--- src/rtl/amcf_pkg.sv ---
`timescale 1ns / 1ps
// Shared constants, types and helper functions of the move command framer.
package amcf_pkg;

	localparam int POS_WIDTH   = 24;
	localparam int TGT_WIDTH   = 24;
	localparam int SPM_WIDTH   = 12;
	localparam int KIND_WIDTH  = 3;
	localparam int NAXIS       = 3;
	localparam int APB_AW      = 4;

	// step count math: prod = dist * spm, steps = prod / 1000 (low 16 bits)
	localparam int PROD_WIDTH  = POS_WIDTH + SPM_WIDTH;
	localparam int U_WIDTH     = PROD_WIDTH - 3;
	localparam int NCHUNK      = (U_WIDTH + 7) / 8;
	localparam int FOLD_WIDTH  = 18;
	localparam int RECIP_SHIFT = 25;
	localparam int RECIP_WIDTH = 19;
	localparam int MUL5_WIDTH  = FOLD_WIDTH + RECIP_WIDTH;
	localparam logic [RECIP_WIDTH-1:0] RECIP_125 =
		RECIP_WIDTH'(((1 << RECIP_SHIFT) + 124) / 125);
	localparam int Q1_WIDTH    = 12;
	localparam int STEP_WIDTH  = 16;
	localparam int LOW_WIDTH   = STEP_WIDTH + 3;

	localparam int FRAME_LEN   = 10;
	localparam int MOVE_LEN    = 3 * FRAME_LEN;
	localparam int CNT_WIDTH   = 5;

	localparam int AX_X = 0;
	localparam int AX_Y = 1;
	localparam int AX_Z = 2;

	localparam logic [KIND_WIDTH-1:0] KIND_MOVE    = 3'd0;
	localparam logic [KIND_WIDTH-1:0] KIND_DRV_ON  = 3'd1;
	localparam logic [KIND_WIDTH-1:0] KIND_DRV_OFF = 3'd2;
	localparam logic [KIND_WIDTH-1:0] KIND_SPN_ON  = 3'd3;
	localparam logic [KIND_WIDTH-1:0] KIND_SPN_OFF = 3'd4;

	localparam logic [1:0] REG_X_SPM = 2'd0;
	localparam logic [1:0] REG_Y_SPM = 2'd1;
	localparam logic [1:0] REG_Z_SPM = 2'd2;

	localparam logic [SPM_WIDTH-1:0] X_SPM_RESET = 12'd80;
	localparam logic [SPM_WIDTH-1:0] Y_SPM_RESET = 12'd266;
	localparam logic [SPM_WIDTH-1:0] Z_SPM_RESET = 12'd160;

	localparam logic [7:0] CH_LBRK = 8'h5B;
	localparam logic [7:0] CH_RBRK = 8'h5D;
	localparam logic [7:0] CH_0    = 8'h30;
	localparam logic [7:0] CH_1    = 8'h31;
	localparam logic [7:0] CH_2    = 8'h32;
	localparam logic [7:0] CH_3    = 8'h33;
	localparam logic [7:0] CH_4    = 8'h34;
	localparam logic [7:0] CH_7    = 8'h37;
	localparam logic [7:0] CH_8    = 8'h38;
	localparam logic [7:0] CH_9    = 8'h39;
	localparam logic [7:0] CH_A    = 8'h41;
	localparam logic [7:0] CH_B    = 8'h42;
	localparam logic [7:0] CH_C    = 8'h43;

	typedef logic [FRAME_LEN-1:0][7:0] frame_t;
	typedef logic [MOVE_LEN-1:0][7:0]  move_buf_t;

	typedef struct packed {
		logic [KIND_WIDTH-1:0] kind;
		logic                  zfirst;
		logic [NAXIS-1:0]      up;
	} ctl_t;

	// 256^k mod 125, weight of byte k when folding a value mod 125
	function automatic logic [6:0] chunk_weight(input int k);
		int i;
		int w;
		w = 1;
		for (i = 0; i < k; i++)
			w = (w * 256) % 125;
		return 7'(w);
	endfunction

	// inverse of an odd number mod 2^16, Newton iteration
	function automatic logic [STEP_WIDTH-1:0] inv_mod16(input int a);
		logic [STEP_WIDTH-1:0] av;
		logic [STEP_WIDTH-1:0] x;
		av = STEP_WIDTH'(a);
		x  = av;
		for (int i = 0; i < 4; i++)
			x = x * (16'd2 - av * x);
		return x;
	endfunction

	localparam logic [STEP_WIDTH-1:0] INV_125 = inv_mod16(125);

	function automatic logic [7:0] hex_char(input logic [3:0] n);
		if (n < 4'd10)
			return CH_0 + 8'(n);
		else
			return CH_A + 8'(n - 4'd10);
	endfunction

	function automatic frame_t axis_frame(input logic up, input logic [7:0] up_ch,
			input logic [7:0] dn_ch, input logic [STEP_WIDTH-1:0] steps);
		frame_t f;
		f[0] = CH_LBRK;
		f[1] = CH_0;
		f[2] = up ? up_ch : dn_ch;
		f[3] = hex_char(steps[7:4]);
		f[4] = hex_char(steps[3:0]);
		f[5] = hex_char(steps[15:12]);
		f[6] = hex_char(steps[11:8]);
		f[7] = CH_0;
		f[8] = CH_0;
		f[9] = CH_RBRK;
		return f;
	endfunction

endpackage

--- src/rtl/amcf_ifs.sv ---
`timescale 1ns / 1ps
// Stream interfaces: command input channel and framed byte output channel.
interface amcf_cmd_if;
	import amcf_pkg::*;
	logic                         valid;
	logic                         ready;
	logic [KIND_WIDTH-1:0]        kind;
	logic signed [TGT_WIDTH-1:0]  target_x;
	logic signed [TGT_WIDTH-1:0]  target_y;
	logic signed [TGT_WIDTH-1:0]  target_z;
	modport source (output valid, kind, target_x, target_y, target_z, input ready);
	modport sink   (input valid, kind, target_x, target_y, target_z, output ready);
endinterface

interface amcf_byte_if;
	logic       valid;
	logic       ready;
	logic [7:0] out_byte;
	logic       last_byte;
	modport source (output valid, out_byte, last_byte, input ready);
	modport sink   (input valid, out_byte, last_byte, output ready);
endinterface

--- src/rtl/axis_move_command_framer_top.sv ---
`timescale 1ns / 1ps
// Move command framer: commands in, ASCII stepper frames out, APB step scaling.
//
// Usage:
//   cmd  - command channel (valid/ready). kind 0 is an absolute 3-axis move in
//          micrometres; 1/2 drivers on/off (clear positions); 3/4 spindle on/off.
//          Kinds 5..7 are swallowed with no output.
//   frm  - byte channel (valid/ready), one ASCII byte per transfer; last_byte
//          marks the final byte of a command. A move gives 30 bytes (three
//          10-byte frames), other commands give 10.
//   APB  - steps-per-mm per axis at 0x0, 0x4, 0x8; write only while idle.
// A command passes stages 1 to 7 and the frame buffer on its way to frm.
// Throughput: one byte per cycle on frm while ready is high; a move holds the
//   output for its 30 bytes, a fixed command for its 10. The seven-stage step
//   pipeline takes one command per cycle till the 30-byte frame buffer backs up.
// The step count (dist * spm / 1000) is built without a divider: byte-fold mod
//   125, a reciprocal multiply, then an exact division by 125 via its inverse
//   mod 2^16 on the low 19 bits.
// Reset clears positions, pipeline valids and the buffer byte count, and loads
//   the default scaling (80, 266, 160). A stalled receiver holds the current byte;
//   the pipeline keeps filling until every stage is full, then cmd.ready drops.
module axis_move_command_framer_top (
	input  logic                          clk,
	input  logic                          arst_n,
	input  logic                          psel,
	input  logic                          penable,
	input  logic                          pwrite,
	input  logic [amcf_pkg::APB_AW-1:0]   paddr,
	input  logic [31:0]                   pwdata,
	output logic [31:0]                   prdata,
	output logic                          pready,
	amcf_cmd_if.sink                      cmd,
	amcf_byte_if.source                   frm
);
	import amcf_pkg::*;

	// configuration
	logic [SPM_WIDTH-1:0] spm_q [NAXIS];
	logic                 cfg_wr;

	// pipeline valids and advance terms
	logic v_s1, v_s2, v_s3, v_s4, v_s5, v_s6, v_s7;
	logic go1, go2, go3, go4, go5, go6, go7;
	logic load_buf;
	logic cmd_xfer, frm_xfer;

	// stage registers
	logic [KIND_WIDTH-1:0]        kind_s1;
	logic signed [POS_WIDTH-1:0]  tgt_s1 [NAXIS];
	ctl_t                         ctl_s2, ctl_s3, ctl_s4, ctl_s5, ctl_s6, ctl_s7;
	logic [POS_WIDTH-1:0]         dist_s2 [NAXIS];
	logic [PROD_WIDTH-1:0]        prod_s3 [NAXIS];
	logic [FOLD_WIDTH-1:0]        fold_s4 [NAXIS];
	logic [LOW_WIDTH-1:0]         low_s4  [NAXIS];
	logic [FOLD_WIDTH-1:0]        fold_s5 [NAXIS];
	logic [LOW_WIDTH-1:0]         low_s5  [NAXIS];
	logic [Q1_WIDTH-1:0]          q1_s5   [NAXIS];
	logic [STEP_WIDTH-1:0]        w_s6    [NAXIS];
	logic [STEP_WIDTH-1:0]        steps_s7 [NAXIS];

	logic signed [POS_WIDTH-1:0]  pos_q [NAXIS];

	// combinational
	logic signed [POS_WIDTH-1:0]  tgt_c [NAXIS];
	logic [NAXIS-1:0]             up_c;
	logic [POS_WIDTH-1:0]         dist_c [NAXIS];
	logic                         kind_ok_s1;
	logic [FOLD_WIDTH-1:0]        fold_c [NAXIS];
	logic [Q1_WIDTH-1:0]          q1_c   [NAXIS];
	logic [STEP_WIDTH-1:0]        w_c    [NAXIS];
	logic [STEP_WIDTH-1:0]        steps_c [NAXIS];
	frame_t                       fx_c, fy_c, fz_c;
	move_buf_t                    frame_c;
	logic [CNT_WIDTH-1:0]         len_c;

	// output buffer
	move_buf_t                    buf_q;
	logic [CNT_WIDTH-1:0]         cnt_q;

	//--------------------------------------------------------------------
	// APB register file
	//--------------------------------------------------------------------
	assign pready = 1'b1;
	assign cfg_wr = psel && penable && pwrite;

	always_ff @(posedge clk or negedge arst_n) begin
		if (!arst_n) begin
			spm_q[AX_X] <= X_SPM_RESET;
			spm_q[AX_Y] <= Y_SPM_RESET;
			spm_q[AX_Z] <= Z_SPM_RESET;
		end else if (cfg_wr) begin
			case (paddr[3:2])
				REG_X_SPM: spm_q[AX_X] <= pwdata[SPM_WIDTH-1:0];
				REG_Y_SPM: spm_q[AX_Y] <= pwdata[SPM_WIDTH-1:0];
				REG_Z_SPM: spm_q[AX_Z] <= pwdata[SPM_WIDTH-1:0];
				default: ;
			endcase
		end
	end

	always_comb begin
		case (paddr[3:2])
			REG_X_SPM: prdata = 32'(spm_q[AX_X]);
			REG_Y_SPM: prdata = 32'(spm_q[AX_Y]);
			REG_Z_SPM: prdata = 32'(spm_q[AX_Z]);
			default:   prdata = '0;
		endcase
	end

	//--------------------------------------------------------------------
	// Flow control: each stage moves when the next one is empty or moving
	//--------------------------------------------------------------------
	assign frm_xfer = frm.valid && frm.ready;
	assign load_buf = (cnt_q == '0) || ((cnt_q == CNT_WIDTH'(1)) && frm.ready);
	assign go7 = v_s7 && load_buf;
	assign go6 = v_s6 && (!v_s7 || go7);
	assign go5 = v_s5 && (!v_s6 || go6);
	assign go4 = v_s4 && (!v_s5 || go5);
	assign go3 = v_s3 && (!v_s4 || go4);
	assign go2 = v_s2 && (!v_s3 || go3);
	assign go1 = v_s1 && (!v_s2 || go2);
	assign cmd.ready = !v_s1 || go1;
	assign cmd_xfer  = cmd.valid && cmd.ready;

	// unused kinds die at stage 1 without touching positions
	assign kind_ok_s1 = (kind_s1 == KIND_MOVE) || (kind_s1 == KIND_DRV_ON) ||
		(kind_s1 == KIND_DRV_OFF) || (kind_s1 == KIND_SPN_ON) ||
		(kind_s1 == KIND_SPN_OFF);

	always_ff @(posedge clk or negedge arst_n) begin
		if (!arst_n) begin
			v_s1 <= 1'b0;
			v_s2 <= 1'b0;
			v_s3 <= 1'b0;
			v_s4 <= 1'b0;
			v_s5 <= 1'b0;
			v_s6 <= 1'b0;
			v_s7 <= 1'b0;
		end else begin
			if (cmd_xfer)
				v_s1 <= 1'b1;
			else if (go1)
				v_s1 <= 1'b0;
			if (go1)
				v_s2 <= kind_ok_s1;
			else if (go2)
				v_s2 <= 1'b0;
			if (go2)
				v_s3 <= 1'b1;
			else if (go3)
				v_s3 <= 1'b0;
			if (go3)
				v_s4 <= 1'b1;
			else if (go4)
				v_s4 <= 1'b0;
			if (go4)
				v_s5 <= 1'b1;
			else if (go5)
				v_s5 <= 1'b0;
			if (go5)
				v_s6 <= 1'b1;
			else if (go6)
				v_s6 <= 1'b0;
			if (go6)
				v_s7 <= 1'b1;
			else if (go7)
				v_s7 <= 1'b0;
		end
	end

	//--------------------------------------------------------------------
	// Stage 1: input register, targets wrapped to position width
	//--------------------------------------------------------------------
	always_comb begin
		logic signed [31:0] tx, ty, tz;
		tx = 32'(cmd.target_x);
		ty = 32'(cmd.target_y);
		tz = 32'(cmd.target_z);
		tgt_c[AX_X] = tx[POS_WIDTH-1:0];
		tgt_c[AX_Y] = ty[POS_WIDTH-1:0];
		tgt_c[AX_Z] = tz[POS_WIDTH-1:0];
	end

	always_ff @(posedge clk) begin
		if (cmd_xfer) begin
			kind_s1 <= cmd.kind;
			tgt_s1  <= tgt_c;
		end
	end

	//--------------------------------------------------------------------
	// Stage 2: direction and distance against the tracked position
	//--------------------------------------------------------------------
	always_comb begin
		for (int a = 0; a < NAXIS; a++) begin
			up_c[a]   = tgt_s1[a] > pos_q[a];
			dist_c[a] = up_c[a] ? POS_WIDTH'(tgt_s1[a] - pos_q[a])
				: POS_WIDTH'(pos_q[a] - tgt_s1[a]);
		end
	end

	always_ff @(posedge clk or negedge arst_n) begin
		if (!arst_n) begin
			for (int a = 0; a < NAXIS; a++)
				pos_q[a] <= '0;
		end else if (go1) begin
			if (kind_s1 == KIND_MOVE) begin
				pos_q <= tgt_s1;
			end else if ((kind_s1 == KIND_DRV_ON) || (kind_s1 == KIND_DRV_OFF)) begin
				for (int a = 0; a < NAXIS; a++)
					pos_q[a] <= '0;
			end
		end
	end

	always_ff @(posedge clk) begin
		if (go1) begin
			ctl_s2.kind   <= kind_s1;
			ctl_s2.zfirst <= tgt_s1[AX_Z] > 0;
			ctl_s2.up     <= up_c;
			dist_s2       <= dist_c;
		end
	end

	//--------------------------------------------------------------------
	// Stage 3: distance times steps per mm
	//--------------------------------------------------------------------
	always_ff @(posedge clk) begin
		if (go2) begin
			ctl_s3 <= ctl_s2;
			for (int a = 0; a < NAXIS; a++)
				prod_s3[a] <= PROD_WIDTH'(dist_s2[a]) * PROD_WIDTH'(spm_q[a]);
		end
	end

	//--------------------------------------------------------------------
	// Stage 4: fold (prod >> 3) byte-wise into a small value, same mod 125
	//--------------------------------------------------------------------
	always_comb begin
		logic [NCHUNK*8-1:0] u;
		for (int a = 0; a < NAXIS; a++) begin
			u = (NCHUNK*8)'(prod_s3[a] >> 3);
			fold_c[a] = '0;
			for (int k = 0; k < NCHUNK; k++)
				fold_c[a] = fold_c[a] + FOLD_WIDTH'(u[8*k +: 8]) *
					FOLD_WIDTH'(chunk_weight(k));
		end
	end

	always_ff @(posedge clk) begin
		if (go3) begin
			ctl_s4  <= ctl_s3;
			fold_s4 <= fold_c;
			for (int a = 0; a < NAXIS; a++)
				low_s4[a] <= prod_s3[a][LOW_WIDTH-1:0];
		end
	end

	//--------------------------------------------------------------------
	// Stage 5: fold / 125 by reciprocal
	//--------------------------------------------------------------------
	always_comb begin
		logic [MUL5_WIDTH-1:0] m;
		for (int a = 0; a < NAXIS; a++) begin
			m       = MUL5_WIDTH'(fold_s4[a]) * MUL5_WIDTH'(RECIP_125);
			q1_c[a] = m[RECIP_SHIFT +: Q1_WIDTH];
		end
	end

	always_ff @(posedge clk) begin
		if (go4) begin
			ctl_s5  <= ctl_s4;
			fold_s5 <= fold_s4;
			low_s5  <= low_s4;
			q1_s5   <= q1_c;
		end
	end

	//--------------------------------------------------------------------
	// Stage 6: prod mod 1000, then low bits of (prod - rem) / 8
	//--------------------------------------------------------------------
	always_comb begin
		logic [FOLD_WIDTH-1:0] rem;
		logic [9:0]            r;
		logic [LOW_WIDTH-1:0]  d;
		for (int a = 0; a < NAXIS; a++) begin
			rem    = fold_s5[a] - FOLD_WIDTH'(q1_s5[a]) * FOLD_WIDTH'(125);
			r      = {rem[6:0], low_s5[a][2:0]};
			d      = low_s5[a] - LOW_WIDTH'(r);
			w_c[a] = d[LOW_WIDTH-1:3];
		end
	end

	always_ff @(posedge clk) begin
		if (go5) begin
			ctl_s6 <= ctl_s5;
			w_s6   <= w_c;
		end
	end

	//--------------------------------------------------------------------
	// Stage 7: exact division by 125 via inverse mod 2^16
	//--------------------------------------------------------------------
	always_comb begin
		logic [2*STEP_WIDTH-1:0] p;
		for (int a = 0; a < NAXIS; a++) begin
			p          = (2*STEP_WIDTH)'(w_s6[a]) * (2*STEP_WIDTH)'(INV_125);
			steps_c[a] = p[STEP_WIDTH-1:0];
		end
	end

	always_ff @(posedge clk) begin
		if (go6) begin
			ctl_s7   <= ctl_s6;
			steps_s7 <= steps_c;
		end
	end

	//--------------------------------------------------------------------
	// Frame assembly into the output buffer
	//--------------------------------------------------------------------
	always_comb begin
		fx_c = axis_frame(ctl_s7.up[AX_X], CH_7, CH_8, steps_s7[AX_X]);
		fy_c = axis_frame(ctl_s7.up[AX_Y], CH_A, CH_9, steps_s7[AX_Y]);
		fz_c = axis_frame(ctl_s7.up[AX_Z], CH_C, CH_B, steps_s7[AX_Z]);
		frame_c = '0;
		len_c   = CNT_WIDTH'(FRAME_LEN);
		case (ctl_s7.kind)
			KIND_MOVE: begin
				len_c = CNT_WIDTH'(MOVE_LEN);
				if (ctl_s7.zfirst) begin
					frame_c[FRAME_LEN-1:0]             = fz_c;
					frame_c[2*FRAME_LEN-1:FRAME_LEN]   = fx_c;
					frame_c[3*FRAME_LEN-1:2*FRAME_LEN] = fy_c;
				end else begin
					frame_c[FRAME_LEN-1:0]             = fx_c;
					frame_c[2*FRAME_LEN-1:FRAME_LEN]   = fy_c;
					frame_c[3*FRAME_LEN-1:2*FRAME_LEN] = fz_c;
				end
			end
			KIND_DRV_ON:  frame_c[FRAME_LEN-1:0] = axis_frame(1'b1, CH_2, CH_2, '0);
			KIND_DRV_OFF: frame_c[FRAME_LEN-1:0] = axis_frame(1'b1, CH_1, CH_1, '0);
			KIND_SPN_ON:  frame_c[FRAME_LEN-1:0] = axis_frame(1'b1, CH_3, CH_3, '0);
			KIND_SPN_OFF: frame_c[FRAME_LEN-1:0] = axis_frame(1'b1, CH_4, CH_4, '0);
			default:      frame_c = '0;
		endcase
	end

	// byte 0 of the buffer is the one on the port; shift down per transfer
	always_ff @(posedge clk or negedge arst_n) begin
		if (!arst_n) begin
			cnt_q <= '0;
		end else if (go7) begin
			cnt_q <= len_c;
		end else if (frm_xfer) begin
			cnt_q <= cnt_q - CNT_WIDTH'(1);
		end
	end

	always_ff @(posedge clk) begin
		if (go7)
			buf_q <= frame_c;
		else if (frm_xfer)
			buf_q <= buf_q >> 8;
	end

	assign frm.valid     = cnt_q != '0;
	assign frm.out_byte  = buf_q[0];
	assign frm.last_byte = cnt_q == CNT_WIDTH'(1);

endmodule
--- src/flat_wrapper.sv ---
// flat-port wrapper written by rule: the top's interface ports become plain ports
module axis_move_command_framer_top_flat import amcf_pkg::*;
  (clk, arst_n, psel, penable, pwrite, paddr, pwdata, prdata, pready, cmd_valid, cmd_kind, cmd_target_x, cmd_target_y, cmd_target_z, cmd_ready, frm_valid, frm_out_byte, frm_last_byte, frm_ready);
  amcf_cmd_if cmd_i ();
  amcf_byte_if frm_i ();
  input  logic clk;
  input  logic arst_n;
  input  logic psel;
  input  logic penable;
  input  logic pwrite;
  input  logic [amcf_pkg::APB_AW-1:0] paddr;
  input  logic [31:0] pwdata;
  output logic [31:0] prdata;
  output logic pready;
  input wire logic [$bits(cmd_i.valid)-1:0] cmd_valid;
  input wire logic [$bits(cmd_i.kind)-1:0] cmd_kind;
  input wire logic [$bits(cmd_i.target_x)-1:0] cmd_target_x;
  input wire logic [$bits(cmd_i.target_y)-1:0] cmd_target_y;
  input wire logic [$bits(cmd_i.target_z)-1:0] cmd_target_z;
  output wire logic [$bits(cmd_i.ready)-1:0] cmd_ready;
  output wire logic [$bits(frm_i.valid)-1:0] frm_valid;
  output wire logic [$bits(frm_i.out_byte)-1:0] frm_out_byte;
  output wire logic [$bits(frm_i.last_byte)-1:0] frm_last_byte;
  input wire logic [$bits(frm_i.ready)-1:0] frm_ready;
  assign cmd_i.valid = cmd_valid;
  assign cmd_i.kind = cmd_kind;
  assign cmd_i.target_x = cmd_target_x;
  assign cmd_i.target_y = cmd_target_y;
  assign cmd_i.target_z = cmd_target_z;
  assign cmd_ready = cmd_i.ready;
  assign frm_valid = frm_i.valid;
  assign frm_out_byte = frm_i.out_byte;
  assign frm_last_byte = frm_i.last_byte;
  assign frm_i.ready = frm_ready;
  axis_move_command_framer_top u_core (.clk(clk), .arst_n(arst_n), .psel(psel), .penable(penable), .pwrite(pwrite), .paddr(paddr), .pwdata(pwdata), .prdata(prdata), .pready(pready), .cmd(cmd_i), .frm(frm_i));
endmodule
--- config.mk ---
export PLATFORM = sky130hd
export DESIGN_NAME = axis_move_command_framer_top_flat
export DESIGN_NICKNAME = d
export VERILOG_FILES = /design/src/rtl/amcf_pkg.sv /design/src/rtl/amcf_ifs.sv /design/src/rtl/axis_move_command_framer_top.sv /design/src/flat_wrapper.sv
export SDC_FILE = /design/constraint.sdc
export NUM_CORES = 2
export LEC_CHECK = 0
export ABC_AREA = 1
export BUFFER_PORTS_ARGS = -buffer_cell sky130_fd_sc_hd__buf_2
export CAP_MARGIN = 10
export CORE_UTILIZATION = 45
export DETAILED_ROUTE_END_ITERATION = 8
export GPL_ROUTABILITY_DRIVEN = 0
export PLACE_DENSITY = 0.66
export SLEW_MARGIN = 20
export SYNTH_ARGS = -nofsm -noshare
export SYNTH_HDL_FRONTEND = slang
export SYNTH_SLANG_ARGS = --single-unit
--- constraint.sdc ---
create_clock -name clk -period 10.3 [get_ports clk]
set_clock_uncertainty 0.2 [all_clocks]
set_input_delay 2.06 -clock clk [delete_from_list [all_inputs] [get_ports clk]]
set_output_delay 2.06 -clock clk [all_outputs]
set_load 0.03 [all_outputs]
Yosys cells after proc, flatten, opt, wreduce, memory -nomap -nowiden. Memories as Yosys holds them, arrays and structs flattened. Index checks and enable logic that the tools add are counted.

Memories kept: 1. Logic and storage cells: 298. Memory bits (writable): 108. Bits in registers: 870.

Multipliers: 24. Order comparisons: 16. Equal/unequal tests: 11. Muxes and demuxes: 45. Reductions and logical operators: 50. Add/sub/neg operators: 61.

Memories: u_core.prod_s3 (depth 3, bits a word 36, rd ports 3, clocked after Yosys merged registers in 0, wr ports 3, RTL line axis_move_command_framer_top.sv:52) `logic [PROD_WIDTH-1:0] prod_s3 [NAXIS];`.

Operator list (number): 240-bit 2-to-1 mux (2); 80-bit case mux with 5 select lines (1); 216-bit 2-to-1 mux (1); 159-bit 2-to-1 mux (1); 72-bit 2-to-1 mux (2); 24-bit subtractor (6); 18-bit by 14-bit adder with 18-bit output (6); 24-bit by 12-bit multiplier with 36-bit output (3); 18-bit by 17-bit multiplier with 35-bit output (second input constant) (3); 7-bit by 8-bit adder with 8-bit output (first input constant) (12); 8-bit 2-to-1 mux (12); 6-bit by 4-bit adder with 7-bit output (first input constant) (12); 24-bit > comparator (3); 24-bit 2-to-1 mux (3); 4-bit by 4-bit subtractor with 5-bit output (second input constant) (12); 19-bit by 10-bit subtractor with 19-bit output (3); 18-bit by 15-bit adder with 18-bit output (3); 4-bit < comparator (second input constant) (12); 16-bit by 15-bit multiplier with 16-bit output (second input constant) (3); 8-bit by 7-bit multiplier with 15-bit output (second input constant) (3); 8-bit by 11-bit adder with 12-bit output (3); 12-bit by 7-bit multiplier with 7-bit output (second input constant) (3); 8-bit by 4-bit multiplier with 12-bit output (second input constant) (3); 12-bit case mux with 3 select lines (1); other kinds (24) (94).

Depth between registers and ports, before layout.
Depth in word-level cells: 19. Depth in mapped cells: 32. Gate-level depth less buffers: 32.

Worst setup path before layout. No wires, ideal clock.

Kind: input port to flip-flop. Start point: input frm_ready. End point: register u_core.ctl_s4[0] (netlist bit), enable pin. Arrival: 6.923 ns. Path buffers: 0. Slack: 2.603 ns. Data required time: 9.526 ns. Stages on the path: 6. Cell sequence: nand4_2 > nand4_2 > nor2_2 > nand2_1 > inv_1 > nor2_1.

Word-level cells in the longest chain between the ends: 11.

RTL lines: from (decl) (RTL line flat_wrapper.sv:24) `input wire logic [$bits(frm_i.ready)-1:0] frm_ready;`; 1-bit logical AND (RTL line axis_move_command_framer_top.sv:114) `assign load_buf = (cnt_q == '0) || ((cnt_q == CNT_WIDTH'(1)) && frm.ready);`; 1-bit logical OR (RTL line axis_move_command_framer_top.sv:114); 1-bit logical AND (RTL line axis_move_command_framer_top.sv:115) `assign go7 = v_s7 && load_buf;`; 1-bit logical OR (RTL line axis_move_command_framer_top.sv:116) `assign go6 = v_s6 && (!v_s7 || go7);`; 1-bit logical AND (RTL line axis_move_command_framer_top.sv:116); 1-bit logical OR (RTL line axis_move_command_framer_top.sv:117) `assign go5 = v_s5 && (!v_s6 || go6);`; 1-bit logical AND (RTL line axis_move_command_framer_top.sv:117); 1-bit logical OR (RTL line axis_move_command_framer_top.sv:118) `assign go4 = v_s4 && (!v_s5 || go5);`; 1-bit logical AND (RTL line axis_move_command_framer_top.sv:118); 1-bit logical OR (RTL line axis_move_command_framer_top.sv:119) `assign go3 = v_s3 && (!v_s4 || go4);`; 1-bit logical AND (RTL line axis_move_command_framer_top.sv:119); via u_core.go3 (RTL line axis_move_command_framer_top.sv:43) `logic go1, go2, go3, go4, go5, go6, go7;`; to (signal assigned) (RTL line axis_move_command_framer_top.sv:252) `ctl_s4 <= ctl_s3;`; to (decl) (RTL line axis_move_command_framer_top.sv:50) `ctl_t ctl_s2, ctl_s3, ctl_s4, ctl_s5, ctl_s6, ctl_s7;`.

The timed path passes the listed nets, and every way through them passes these cells. A chain may end at the register's enable or synchronous reset.

==> results.yml <==
worst_setup_path:
  crit_start: "u_core.prod_s3[0][15]$_DFFE_PP_"
  crit_path_end_kind: "flip-flop"
  crit_end: "u_core.fold_s4[48]$_DFFE_PP_"
  reg2reg_from: "u_core.prod_s3[0][15]$_DFFE_PP_"
  r2r_cells: 23
  crit_type: "reg2reg"
  rrSetupSlack_ns: 3.92
  startpoint_type: "flip-flop"
  critical_path.max_fanout: 5
  worstPathArrival_ns: 6.67
  timing.rr.end: "u_core.fold_s4[48]$_DFFE_PP_"
  cp.required_ns: 10.59
grt:
  grt_pass1_vias: 75200
  antenna_found_initial: 11
  grt.total_usage_pct: 20.1
  overflow: 0
  grt_max_degree: 204
  grt_pass1_wl_mm: 379
sta:
  period_needed_ns: 6.38
  setup_viol: 0
  maxSlewHeadroom_pct: 12.3
  clock.fmax_mhz: 157
  hold_viol_final: 0
  rsz0062_at_grt: "no"
  tightest_slew_ns: 1.32
  fin_crit_sh_pct: 61.9
  tns_ns: 0
  slew_viol_final: 0
synth:
  yosys.area.top_type: "edfxtp_1"
  synthTopCellsByArea: "edfxtp_1 22%, fa_1 20%, ha_1 16%"
  postSynthCellCount: 12100
  synth.ff_latch_count: 887
  ys_types: 64
  synth-main-ff-cell: "edfxtp_1"
  synth_edf_count: 767
  yosysMostFrequentCell: "nand2_1"
  synth_commonest_cells: "3056 x nand2_1, 2724 x inv_1, 1313 x ha_1"
  yosysSeqAreaShare_pct: 25.4
  synth-async-reset-ratio_pct: 13.5
  syn_area_sq_um: 103000
  synth_top_area_share_pct: 22.4
  synth-warning-count: 0
  syn_area_per_cell_sq_um: 8.47
floorplanning:
  die-width_um: 480
  num_rows: 174
  core-area_sq_um: 226000
  start_util_pct: 45.5
  die_h_um: 480
  die_area_sq_um: 230000
  ios: 162
clocking:
  clkTransAtPathRegs_ns: 0.06
  cts-root-buf: "clkbuf_16"
  cts_hold_buf: 0
  insertion_delay_ns: 0.77
  cts_max_path_buffers: 3
  cts_tree: "built"
  htreeDepth: 3
  cts_resized: 0
  post_cts_buffers: 0
  cts_made_buffers: 103
  cts_sinks: 887
placed_design:
  port_buffers: 117
  place_area_sq_um: 106000
  dp_hpwl_mm: 182
cells_and_area:
  regArea_sq_um: 26000
  final_area_sq_um: 109000
  drive_gt1_share_pct: 3.73
  area_growth_pct: 6.40
  fillCellCount: 21600
  fin_nets: 14500
  multiInputGateArea_sq_um: 64800
status:
  outcome: "completed"
route:
  vias_per_cell: 5.00
  final_antenna_net_count: 0
  dr.pass1.iters: 7
  vias: 75600
  routed_wl_mm: 228
  drc: 0
  routedWlPerCell_um: 15.1
  drt-initial-drc-count: 4773
job:
  drv_cap: 0
worst_hold_path:
  min_path_type: "reg2reg"
metal layers:
metal	up-vias	wire, um	GRT usage, %
li1	37600	-	-
met3	333	11300	2.40
met4	14	5490	4.74
met1	36100	105000	27.3
met2	1674	107000	34.1
met5	-	84	0
critical path, stage by stage (launching register included):
cell      delay [ns]
edfxtp_1        0.45
ha_1            0.37
inv_1           0.10
o21ai_0         0.12
a31oi_1         0.19
xor2_1          0.16
inv_1           0.08
ha_1            0.35
a21oi_1         0.19
o211ai_1        0.15
xnor2_1         0.27
fa_1            0.48
fa_1            0.51
inv_1           0.05
fa_1            0.55
fa_1            0.41
ha_1            0.29
ha_1            0.37
inv_1           0.08
o21ai_0         0.27
a21oi_1         0.13
nand2_1         0.11
a31oi_1         0.09
xor2_1          0.16
layout by cell type, fill, tap and decap left out, drive strengths merged, types with 40 or more instances in the layout:
master | Yosys | final
o21ai | 313 | 313
clkbuf | 256 | 131
nor3 | 42 | 42
nor2 | 542 | 542
nand3 | 405 | 405
o221ai | 48 | 48
xnor2 | 144 | 144
clkinv | 2 | 40
inv | 2733 | 2738
nand2 | 3116 | 3116
xor2 | 267 | 267
fa | 1038 | 1038
edfxtp | 767 | 767
buf | 103 | 156
a21oi | 433 | 433
nand4 | 201 | 201
ha | 1313 | 1313
dfrtp | 113 | 113
a21o | 40 | 40
flip-flops by register name, summed over array words and instances (netlist names), 21 cells and up:
name and flops:
u_core.tgt_s1 72, u_core.w_s6 48, u_core.low_s4 48, u_core.fold_s5 21, u_core.low_s5 48, u_core.prod_s3 99, u_core.buf_q 187, u_core.steps_s7 48
u_core.pos_q 72, u_core.dist_s2 72, u_core.spm_q 36, u_core.q1_s5 21, u_core.fold_s4 51
through the flow:
step	setup slack (ns)	hold WS, ns	utilization (%)	instances
after detailed placement	3.96	0.205	46.8	14900
after global routing	3.51	0.198	48.4	15100
final	3.92	0.201	48.4	15100
after CTS	3.93	0.196	48.4	15100
after global placement	3.99	0.201	46.8	14900
after floorplan	2.60	0.200	-	12100
worst min path at each step:
| stage | from | endpoint | cells past startpoint | slack [ns] |
|---|---|---|---|---|
| 2_1_floorplan | u_core.ctl_s2[0]$_DFFE_PP_ | u_core.ctl_s3[0]$_DFFE_PP_ | 0 | 0.20 |
| 3_3_place_gp | u_core.low_s4[3]$_DFFE_PP_ | u_core.low_s5[3]$_DFFE_PP_ | 0 | 0.20 |
| 3_5_place_dp | u_core.ctl_s4[5]$_DFFE_PP_ | u_core.ctl_s5[5]$_DFFE_PP_ | 0 | 0.20 |
| 4_1_cts | u_core.low_s4[17]$_DFFE_PP_ | u_core.low_s5[17]$_DFFE_PP_ | 0 | 0.20 |
| 5_1_grt | u_core.low_s4[17]$_DFFE_PP_ | u_core.low_s5[17]$_DFFE_PP_ | 0 | 0.20 |
| 6_report | u_core.low_s4[32]$_DFFE_PP_ | u_core.low_s5[32]$_DFFE_PP_ | 0 | 0.20 |
logic make-up after synthesis:
group,count (synthesis),share of synthesized area [%]
compound gates,993,5.52
xor+xnor,411,3.51
fa+ha+maj,2351,36.2
buf+inv,3094,11.7
flops,887,25.4
other cells,2,0.00731
simple gates,4389,17.7
area by class of cell:
type / instances / area share, %
diodes: 4 / 0.00916
clock buffers: 131 / 2.54
clock inverters: 62 / 0.656
inverters: 2735 / 9.40
multi-input cells: 8166 / 59.3
flip-flops and latches: 887 / 23.8
well taps: 2992 / 3.43
repair buffers: 156 / 0.821
Power is not shown: default switching activity piles up to over one toggle a cycle in this logic, so the estimate is an artifact.
